==> src/rtl/tas_pkg.sv <==
// tas_pkg: shared types and constants for the turnstile access sequencer.
// No dependencies; used by tas_core and turnstile_access_sequencer_top.
package tas_pkg;

  localparam int WINDOW_BITS_DEF = 14;
  localparam int TICK_W          = 14;
  localparam int PULSE_W         = 8;
  localparam int COUNT_W         = 3;
  localparam int CFG_ADDR_W      = 3;
  localparam int CFG_DATA_W      = 14;

  localparam logic [COUNT_W-1:0] COUNT_MAX = 3'd7;

  typedef enum logic [2:0] {
    PH_IDLE    = 3'd0,
    PH_COLLECT = 3'd1,
    PH_PASS    = 3'd2
  } phase_t;

  typedef enum logic [1:0] {
    CAUSE_NONE    = 2'd0,
    CAUSE_LEAVE   = 2'd1,
    CAUSE_ENTRY   = 2'd2,
    CAUSE_REVERSE = 2'd3
  } cause_t;

  typedef enum logic [CFG_ADDR_W-1:0] {
    REG_ENTRY_LEFT    = 3'd0,
    REG_HOLD_MODE     = 3'd1,
    REG_LOCK_BOTH     = 3'd2,
    REG_MULTI_MODE    = 3'd3,
    REG_COLLECT_TICKS = 3'd4,
    REG_PASS_TICKS    = 3'd5,
    REG_PULSE_TICKS   = 3'd6,
    REG_MAX_PASSES    = 3'd7
  } reg_idx_t;

  typedef struct packed {
    logic               entry_left;
    logic               hold_mode;
    logic               lock_both;
    logic               multi_mode;
    logic [TICK_W-1:0]  collect_ticks;
    logic [TICK_W-1:0]  pass_ticks;
    logic [PULSE_W-1:0] pulse_ticks;
    logic [COUNT_W-1:0] max_passes;
  } cfg_t;

  localparam cfg_t CFG_RESET = '{
    entry_left:    1'b0,
    hold_mode:     1'b0,
    lock_both:     1'b1,
    multi_mode:    1'b0,
    collect_ticks: 14'd4883,
    pass_ticks:    14'd9767,
    pulse_ticks:   8'd195,
    max_passes:    3'd5
  };

  typedef struct packed {
    logic               solenoid;
    logic [COUNT_W-1:0] lamp_count;
    logic               busy_res;
  } result_t;

endpackage

==> src/rtl/tas_core.sv <==
// tas_core: sequencer state and its one-tick update.
// Depends on tas_pkg; instantiated by turnstile_access_sequencer_top.
module tas_core #(
  parameter int WINDOW_BITS = tas_pkg::WINDOW_BITS_DEF
) (
  input  logic             clk,
  input  logic             rst_n,
  input  logic             step,
  input  logic             button_low,
  input  logic             rest_low,
  input  logic             right_low,
  input  logic             left_low,
  input  tas_pkg::cfg_t    cfg,
  output tas_pkg::result_t res
);

  tas_pkg::phase_t                 phase_r, phase_nxt;
  tas_pkg::cause_t                 cause_r, cause_nxt;
  logic                            armed_r, armed_nxt;
  logic                            entry_r, entry_nxt;
  logic                            exit_r, exit_nxt;
  logic [tas_pkg::COUNT_W-1:0]     count_r, count_nxt;
  logic [WINDOW_BITS-1:0]          wtimer_r, wtimer_nxt;
  logic [tas_pkg::PULSE_W-1:0]     ptimer_r, ptimer_nxt, pulse_dec, pulse_load;

  logic [WINDOW_BITS+tas_pkg::TICK_W-1:0] coll_ext, pass_ext;
  logic [WINDOW_BITS-1:0]                 coll_load, pass_load;
  logic btn, at_rest, ent, ext, win_end;

  assign coll_ext  = {{WINDOW_BITS{1'b0}}, cfg.collect_ticks};
  assign pass_ext  = {{WINDOW_BITS{1'b0}}, cfg.pass_ticks};
  assign coll_load = coll_ext[WINDOW_BITS-1:0];
  assign pass_load = pass_ext[WINDOW_BITS-1:0];

  assign btn     = ~button_low;
  assign at_rest = ~rest_low;
  assign ent     = cfg.entry_left ? ~left_low  : ~right_low;
  assign ext     = cfg.entry_left ? ~right_low : ~left_low;
  assign win_end = (wtimer_r <= WINDOW_BITS'(1));

  assign pulse_load = (cfg.pulse_ticks != '0) ? cfg.pulse_ticks : tas_pkg::PULSE_W'(1);
  assign pulse_dec  = ptimer_r - tas_pkg::PULSE_W'(1);

  always_comb begin
    phase_nxt  = phase_r;
    cause_nxt  = cause_r;
    armed_nxt  = armed_r;
    entry_nxt  = entry_r;
    exit_nxt   = exit_r;
    count_nxt  = count_r;
    wtimer_nxt = wtimer_r;
    ptimer_nxt = ptimer_r;

    if (ptimer_r != '0) begin
      ptimer_nxt = pulse_dec;
      if (pulse_dec == '0) begin
        if ((cause_r == tas_pkg::CAUSE_ENTRY && ent) ||
            (cause_r == tas_pkg::CAUSE_REVERSE && ext)) begin
          ptimer_nxt = pulse_load;
        end else begin
          cause_nxt = tas_pkg::CAUSE_NONE;
        end
      end
    end else begin
      unique case (phase_r)
        tas_pkg::PH_COLLECT: begin
          if (count_r >= cfg.max_passes || (!at_rest && ent)) begin
            phase_nxt  = tas_pkg::PH_PASS;
            wtimer_nxt = pass_load;
            entry_nxt  = (count_r >= cfg.max_passes) ? 1'b0 : 1'b1;
            exit_nxt   = 1'b0;
          end else if (!btn) begin
            armed_nxt = 1'b1;
            if (win_end) begin
              phase_nxt  = tas_pkg::PH_PASS;
              wtimer_nxt = pass_load;
              entry_nxt  = 1'b0;
              exit_nxt   = 1'b0;
            end else begin
              wtimer_nxt = wtimer_r - WINDOW_BITS'(1);
            end
          end else if (armed_r) begin
            armed_nxt  = 1'b0;
            if (count_r != tas_pkg::COUNT_MAX) count_nxt = count_r + 3'd1;
            wtimer_nxt = coll_load;
          end else if (win_end) begin
            phase_nxt  = tas_pkg::PH_PASS;
            wtimer_nxt = pass_load;
            entry_nxt  = 1'b0;
            exit_nxt   = 1'b0;
          end else begin
            wtimer_nxt = wtimer_r - WINDOW_BITS'(1);
          end
        end
        tas_pkg::PH_PASS: begin
          if (!at_rest && ext && !entry_r) begin
            ptimer_nxt = pulse_load;
            cause_nxt  = tas_pkg::CAUSE_REVERSE;
          end else if ((entry_r || ent) && (exit_r || ext) && at_rest) begin
            entry_nxt = 1'b0;
            exit_nxt  = 1'b0;
            if (count_r <= 3'd1) begin
              phase_nxt  = tas_pkg::PH_IDLE;
              count_nxt  = '0;
              wtimer_nxt = '0;
            end else begin
              count_nxt  = count_r - 3'd1;
              wtimer_nxt = pass_load;
            end
          end else if (win_end) begin
            phase_nxt  = tas_pkg::PH_IDLE;
            count_nxt  = '0;
            entry_nxt  = 1'b0;
            exit_nxt   = 1'b0;
            wtimer_nxt = '0;
          end else begin
            entry_nxt  = entry_r | ent;
            exit_nxt   = exit_r | ext;
            wtimer_nxt = wtimer_r - WINDOW_BITS'(1);
          end
        end
        default: begin
          phase_nxt = tas_pkg::PH_IDLE;
          if (cfg.hold_mode && btn) begin
            if (cfg.lock_both && !at_rest && ext && !entry_r) begin
              ptimer_nxt = pulse_load;
              cause_nxt  = tas_pkg::CAUSE_REVERSE;
            end else if ((entry_r || ent) && (exit_r || ext) && at_rest) begin
              entry_nxt = 1'b0;
              exit_nxt  = 1'b0;
            end else begin
              entry_nxt = entry_r | ent;
              exit_nxt  = exit_r | ext;
            end
          end else if (!at_rest && (cfg.lock_both || ent)) begin
            ptimer_nxt = pulse_load;
            cause_nxt  = cfg.lock_both ? tas_pkg::CAUSE_LEAVE : tas_pkg::CAUSE_ENTRY;
          end else if (!cfg.hold_mode) begin
            if (!btn) begin
              armed_nxt = 1'b1;
            end else if (armed_r) begin
              armed_nxt = 1'b0;
              count_nxt = 3'd1;
              if (cfg.multi_mode) begin
                phase_nxt  = tas_pkg::PH_COLLECT;
                wtimer_nxt = coll_load;
              end else begin
                phase_nxt  = tas_pkg::PH_PASS;
                wtimer_nxt = pass_load;
                entry_nxt  = 1'b0;
                exit_nxt   = 1'b0;
              end
            end
          end
        end
      endcase
    end
  end

  always_ff @(posedge clk) begin
    if (!rst_n) begin
      phase_r  <= tas_pkg::PH_IDLE;
      cause_r  <= tas_pkg::CAUSE_NONE;
      armed_r  <= 1'b0;
      entry_r  <= 1'b0;
      exit_r   <= 1'b0;
      count_r  <= '0;
      wtimer_r <= '0;
      ptimer_r <= '0;
    end else if (step) begin
      phase_r  <= phase_nxt;
      cause_r  <= cause_nxt;
      armed_r  <= armed_nxt;
      entry_r  <= entry_nxt;
      exit_r   <= exit_nxt;
      count_r  <= count_nxt;
      wtimer_r <= wtimer_nxt;
      ptimer_r <= ptimer_nxt;
    end
  end

  assign res.solenoid   = (ptimer_nxt != '0);
  assign res.lamp_count = count_nxt;
  assign res.busy_res   = (phase_nxt == tas_pkg::PH_COLLECT) || (phase_nxt == tas_pkg::PH_PASS);

endmodule

==> src/rtl/turnstile_access_sequencer_top.sv <==
// Turnstile access sequencer top level: stream ports, config registers, result register.
// Depends on tas_pkg and tas_core.
//
// One input beat is one 1.024 ms tick of the four active-low switch levels and yields
// exactly one result beat. A beat is taken every clock cycle while the result register
// is empty or being drained; the update of the sequencer state is a single combinational
// pass from the stored state and the beat, so the result is registered and appears in the
// cycle after acceptance. There is no clearing pass after reset. Configuration writes take
// effect on the next cycle and should be made while no tick is in flight.
module turnstile_access_sequencer_top #(
  parameter int WINDOW_BITS = tas_pkg::WINDOW_BITS_DEF
) (
  input  logic                            clk,
  input  logic                            rst_n,
  input  logic                            in_tvalid,
  output logic                            in_tready,
  input  logic [7:0]                      in_tdata,   // button_low, rest_low, right_low, left_low, pad
  output logic                            out_tvalid,
  input  logic                            out_tready,
  output logic [7:0]                      out_tdata,  // solenoid, lamp_count[2:0], busy_res, pad
  input  logic                            cfg_we,
  input  logic [tas_pkg::CFG_ADDR_W-1:0]  cfg_addr,
  input  logic [tas_pkg::CFG_DATA_W-1:0]  cfg_wdata
);

  tas_pkg::cfg_t    cfg_r;
  tas_pkg::result_t res;
  tas_pkg::result_t res_r;
  logic             out_valid_r;
  logic             step;

  assign in_tready = !out_valid_r || out_tready;
  assign step      = in_tvalid && in_tready;

  always_ff @(posedge clk) begin
    if (!rst_n) begin
      cfg_r <= tas_pkg::CFG_RESET;
    end else if (cfg_we) begin
      unique case (tas_pkg::reg_idx_t'(cfg_addr))
        tas_pkg::REG_ENTRY_LEFT:    cfg_r.entry_left    <= cfg_wdata[0];
        tas_pkg::REG_HOLD_MODE:     cfg_r.hold_mode     <= cfg_wdata[0];
        tas_pkg::REG_LOCK_BOTH:     cfg_r.lock_both     <= cfg_wdata[0];
        tas_pkg::REG_MULTI_MODE:    cfg_r.multi_mode    <= cfg_wdata[0];
        tas_pkg::REG_COLLECT_TICKS: cfg_r.collect_ticks <= cfg_wdata[tas_pkg::TICK_W-1:0];
        tas_pkg::REG_PASS_TICKS:    cfg_r.pass_ticks    <= cfg_wdata[tas_pkg::TICK_W-1:0];
        tas_pkg::REG_PULSE_TICKS:   cfg_r.pulse_ticks   <= cfg_wdata[tas_pkg::PULSE_W-1:0];
        tas_pkg::REG_MAX_PASSES:    cfg_r.max_passes    <= cfg_wdata[tas_pkg::COUNT_W-1:0];
        default: ;
      endcase
    end
  end

  tas_core #(
    .WINDOW_BITS(WINDOW_BITS)
  ) u_core (
    .clk        (clk),
    .rst_n      (rst_n),
    .step       (step),
    .button_low (in_tdata[0]),
    .rest_low   (in_tdata[1]),
    .right_low  (in_tdata[2]),
    .left_low   (in_tdata[3]),
    .cfg        (cfg_r),
    .res        (res)
  );

  always_ff @(posedge clk) begin
    if (!rst_n) begin
      out_valid_r <= 1'b0;
    end else if (step) begin
      out_valid_r <= 1'b1;
    end else if (out_tready) begin
      out_valid_r <= 1'b0;
    end
  end

  always_ff @(posedge clk) begin
    if (step) begin
      res_r <= res;
    end
  end

  assign out_tvalid = out_valid_r;
  assign out_tdata  = {3'b000, res_r.busy_res, res_r.lamp_count, res_r.solenoid};

endmodule

==> config.mk <==
export PLATFORM = sky130hd
export DESIGN_NAME = turnstile_access_sequencer_top
export DESIGN_NICKNAME = d
export VERILOG_FILES = /design/src/rtl/tas_pkg.sv /design/src/rtl/tas_core.sv /design/src/rtl/turnstile_access_sequencer_top.sv
export SDC_FILE = /design/constraint.sdc
export NUM_CORES = 1
export LEC_CHECK = 0
export BUFFER_PORTS_ARGS = -buffer_cell sky130_fd_sc_hd__buf_2
export CORE_UTILIZATION = 45
export DETAILED_ROUTE_END_ITERATION = 8
export PLACE_DENSITY = 0.72
export REMOVE_ABC_BUFFERS = 1
export SKIP_LAST_GASP = 1
export SYNTH_ARGS = -nofsm -noshare
export SYNTH_HDL_FRONTEND = slang
export SYNTH_SLANG_ARGS = --single-unit
==> constraint.sdc <==
create_clock -name clk -period 7.65 [get_ports clk]
set_clock_uncertainty 0.2 [all_clocks]
set_input_delay 2.295 -clock clk [delete_from_list [all_inputs] [get_ports clk]]
set_output_delay 2.295 -clock clk [all_outputs]
set_load 0.03 [all_outputs]
# == Word level (Yosys, flattened, before mapping) ==
# Cells that the tools add are included.
# totals
ff_bits,82
elab_cells,214
input_bits,30
out_inout_bits,10
# classes
n_reduce_logical,43
bitwise_logic,8
addsub,4
n_mux,102
eq_ne,34
magnitude_cmp,3
# op_table
operator,n
two-way mux 14 bit,14
two-way mux 3 bit,28
two-way mux 8 bit,8
two-way mux 1 bit,35
case mux 14 bit (2 select lines),1
nonzero test 8 bit,3
two-way mux 2 bit,9
case mux 8 bit (2 select lines),1
AND reduction 2 bit,8
less-or-equal comparator 14 x 1 -> 1 bit (second input constant),1
AND reduction 7 bit,2
subtractor 14 x 1 -> 14 bit (second input constant),1
logical AND 1 bit,13
== test 3 x 2 -> 1 bit (second input constant),4
== test 3 bit (second input constant),4
!= test 2 bit (second input constant),6
!= test 4 x 1 -> 1 bit (second input constant),3
case mux 3 bit (2 select lines),2
AND reduction 10 bit,1
== test 3 x 1 -> 1 bit (second input constant),3
!= test 3 x 1 -> 1 bit (second input constant),3
!= test 3 bit (second input constant),3
zero test 8 bit,1
!= test 4 x 3 -> 1 bit (second input constant),2
other kinds (19),38

# == Logic depth before layout (Yosys ltp) ==
# logic_depth
word_depth,11
mapped_depth,11
depth_no_buf,9

# == By module ==
# Synthesis repeated with hierarchy kept, for this count alone.
# unflattened
hier_cells,641
area_unflattened_um2,5255.0
# by_module_without_submodules
module,area_per_inst_um2,n_inst,seq_area_each_um2,cells_per_inst
tas_core,3183.1,1,660.6,446
turnstile_access_sequencer_top,2072.0,1,1031.0,195

# == Worst setup path after synthesis ==
# OpenSTA, ideal clock, no wires.
# synth_timing
kind,in2out
start,input port out_tready
end,output port in_tready
n_path_buf,0
path_slack_ns,2.562
required_ns,5.155
stages,1
arrival_time_ns,2.593
cell_sequence,nand2b_1
# synth_between
elab_chain_len,1
# synth_rtl
item,line_no,text
start: declaration,turnstile_access_sequencer_top.sv:19,"input logic out_tready,"
logical OR 1 bit,turnstile_access_sequencer_top.sv:32,assign in_tready = !out_valid_r || out_tready;
end: declaration,turnstile_access_sequencer_top.sv:16,"output logic in_tready,"
# Every way passes these cells.

# == Final worst setup path ==
# Ends and elaborated chain as after synthesis.

==> impl_results.md <==
* Final wirelength at 13.4 mm
* Row Count at 37
* Clk slew on worst S/H paths at 0.08 ns
* Port-buffer cells at 32
* Die ar. at 11300 sq um
* CP max stage cell: buf_2
* Max-slew violation count at 0
* Number of global-route vias before repair at 4490
* Final hold violation count at 0
* Post-route minimum period at 5.23 ns
* Gate count of the mapped netlist at 637
* Synth Warn # at 0
* Total power at 1.14 mW
* Chip width at 106 microns
* Met1 Track Usage GR at 30.3%
* Netlist cell types at 66
* DR vias at 4766
* Total CTS buffers at 9
* P&R area growth vs syn at 9.15%
* Number of remaining DRC errors at 0
* Layout cells sized above 1 at 11.1%
* Largest net degree at the start of global routing at 42
* Worst-margin pin slew at 1.18 ns
* Routed len/inst at 17.1 microns
* LEAKAGE at 2.07 nW
* PwrDens at 213 nW/um^2
* Pre-Repair DR Iteration Count at 5
* # diodes at 0
* Nets at 684
* Setup Viol. Count Final at 0
* Global-route usage over all layers at 24.3%
* Post-route ant nets at 0
* Most Crowded Layer GR: met2
* Grt met2 use at 41.4%
* Fin Hold WS at 0.268 ns
* Crit path max fanout at 3
* Critical path type: in -> out
* Achievable frequency at 191 MHz
* First-pass GRT wire length at 21.9 mm
* Seq/Total Area, Yosys at 34.5%
* Top_reg_cell synth: dfxtp_1
* Hold Crit Class: reg -> reg
* Peak supply drop at 0.109 mV
* Post-DP HPWL at 9.36 mm
* Via density at 6.06
* Syn_area_per_cell at 7.69 sq um
* Asr flop ratio synth at 0%
* Unrepaired setup endpoints after global routing: no
* Worst path arrival time at 2.73 ns
* CP Launch Type: input pin
* Max stage delay on crit path at 0.19 ns
* Post-synth EDFFs at 5
* Grt met3 use at 4.84%
* R2r setup slk at 3.81 ns
* WP data required at 5.16 ns
* Iteration-0 DRC Markers at 310
* Part of the cycle the worst path needs at 68.3%
* Maxcap violations at 0
* Cts repair resizes at 0
* Overflow left after global routing at 0
* Worst setup EP type: output port
* Total setup buffers inserted after CTS at 0
* # IOs at 40
* Max_slew headroom at 21.3%
* Status: finished clean
* Utilization after layout at 51.3%
* Fillers at 1035
* Core ar. at 10400 sq um
* Die height at 106 microns
* Clk Latency, worst-skew pair at 0.36 ns
* Crit-path cells: buf_2 > nand2b_1 > buf_2
* Clk buf depth at 2
* H-Tree Depth at 3
* Fin Setup TNS at 0 ns
* CTS tree: yes
* Crit-path most repeated cell: buf_2
* # clock sinks at 82
* Post-synthesis register bit count at 82
* CTS Root Cell: clkbuf_8
* Initial antenna violation count at 0
* CTS hold repair buffers at 0
* Starting Density at 47.0%
* Mapped Area at 4900 sq um
* Placer congestion estimate at 0.895
-- layout make-up --
class	instances	area [sq um]	share of cell area (%)
clock buffers	13	191	3.58
inverters	17	63.8	1.19
well taps	136	170	3.18
flip-flops and latches	82	1690	31.6
multi-input cells	499	2970	55.6
repair buffers	36	190	3.56
clock inverters	3	65.1	1.22
-- logic make-up after synthesis --
family,synth area share [%]
other,0.0766
flip-flops,34.5
AND/OR/NAND/NOR,26.9
AO/OA/AOI/OAI,23.3
adder cells (fa/ha/maj),2.30
XOR/XNOR,3.22
buffers and inverters,4.96
multiplexers,4.73
-- sequential cells by signal, indices dropped and copies added, names as in the netlist --
signal and count:
cfg_r 43, u_core.count_r 3, u_core.exit_r 1, u_core.armed_r 1, out_tdata 5, u_core.cause_r 2
out_tvalid 1, u_core.entry_r 1, u_core.wtimer_r 14, u_core.ptimer_r 8, u_core.phase_r 3
-- cells in the mapped netlist, types with 3 or more instances --
library cell | instances | area share (%)
nand2_1 | 118 | 9.0
dfxtp_1 | 77 | 31
a21oi_1 | 54 | 5.5
nor2_1 | 39 | 3.0
o21ai_0 | 36 | 3.7
nand3_1 | 32 | 3.3
clkbuf_1 | 30 | 2.3
mux2i_1 | 22 | 4.5
nor3_1 | 18 | 1.8
inv_1 | 17 | 1.3
xnor2_1 | 13 | 2.3
a22oi_1 | 11 | 1.7
a221oi_1 | 10 | 1.8
nand2b_1 | 10 | 1.3
ha_1 | 9 | 2.3
and2_1 | 8 | 1.0
nor2b_1 | 8 | 1.0
o31ai_1 | 8 | 1.2
a211oi_1 | 7 | 1.1
a31oi_1 | 7 | 0.89
nor3b_1 | 6 | 0.92
and3_1 | 5 | 0.64
buf_2 | 5 | 0.51
edfxtp_1 | 5 | 3.1
or2_2 | 5 | 0.64
xor2_1 | 5 | 0.89
a22o_1 | 4 | 0.72
nand4_1 | 4 | 0.51
a21o_1 | 3 | 0.46
a32oi_1 | 3 | 0.54
buf_4 | 3 | 0.46
nor4_1 | 3 | 0.38
o211ai_1 | 3 | 0.46
o221a_2 | 3 | 0.69
o22ai_1 | 3 | 0.38
or3_1 | 3 | 0.38
-- cells in the final DEF (no fill, tap or decap), drive strengths merged, types with 4 or more instances in the layout --
cell	count
a31oi	7
nand2	118
edfxtp	5
a22oi	11
o31ai	8
nand3	32
a22o	4
xnor2	13
xor2	5
nor3	20
buf	36
a21oi	55
nor3b	6
and3	5
nor2b	8
nand2b	10
dfxtp	77
and2	8
nor4	5
or2	6
mux2i	22
nor2	39
inv	17
ha	9
a221oi	10
clkbuf	13
nand4	4
o21ai	36
a211oi	7
-- final timing paths --
path | start | to | cells after the start
worst min-delay path | u_core.cause_r[1]$_SDFFE_PN0P_ | u_core.cause_r[1]$_SDFFE_PN0P_ | 2
worst max-delay path | out_tready | in_tready | 3
worst max register to register | u_core.ptimer_r[2]$_SDFFE_PN0P_ | u_core.wtimer_r[2]$_SDFFE_PN0P_ | 7
worst min register to register | u_core.cause_r[1]$_SDFFE_PN0P_ | u_core.cause_r[1]$_SDFFE_PN0P_ | 2
-- worst max-delay path, delay by kind of cell --
| kind | cells | cell delay, ns |
|---|---|---|
| buffers and inverters | 2 | 0.28 |
| AND/OR/NAND/NOR | 1 | 0.16 |
-- metrics by stage --
stage | worst slack [ns] | cell area, sq um | std cells
2_1_floorplan | 2.56 | 4730 | 598
3_3_place_gp | 2.43 | 5090 | 770
3_5_place_dp | 2.42 | 5090 | 770
4_1_cts | 2.42 | 5350 | 786
5_1_grt | 2.40 | 5350 | 786
6_report | 2.42 | 5350 | 786
-- report_power, final --
part	total (mW)	switching, mW	internal (mW)
combinational	0.276	0.175	0.101
clock	0.392	0.160	0.232
sequential	0.470	0.0213	0.449
total	1.14	0.357	0.782
-- per-layer routing --
layer | routed length (microns) | share of wire (%) | up-vias
li1 | - | - | 2302
met4 | 369 | 2.7 | 0
met5 | 0 | 0 | -
met3 | 740 | 5.5 | 34
met2 | 6400 | 48 | 170
met1 | 5910 | 44 | 2260
Note: power is estimated with default switching activity, not from simulation.
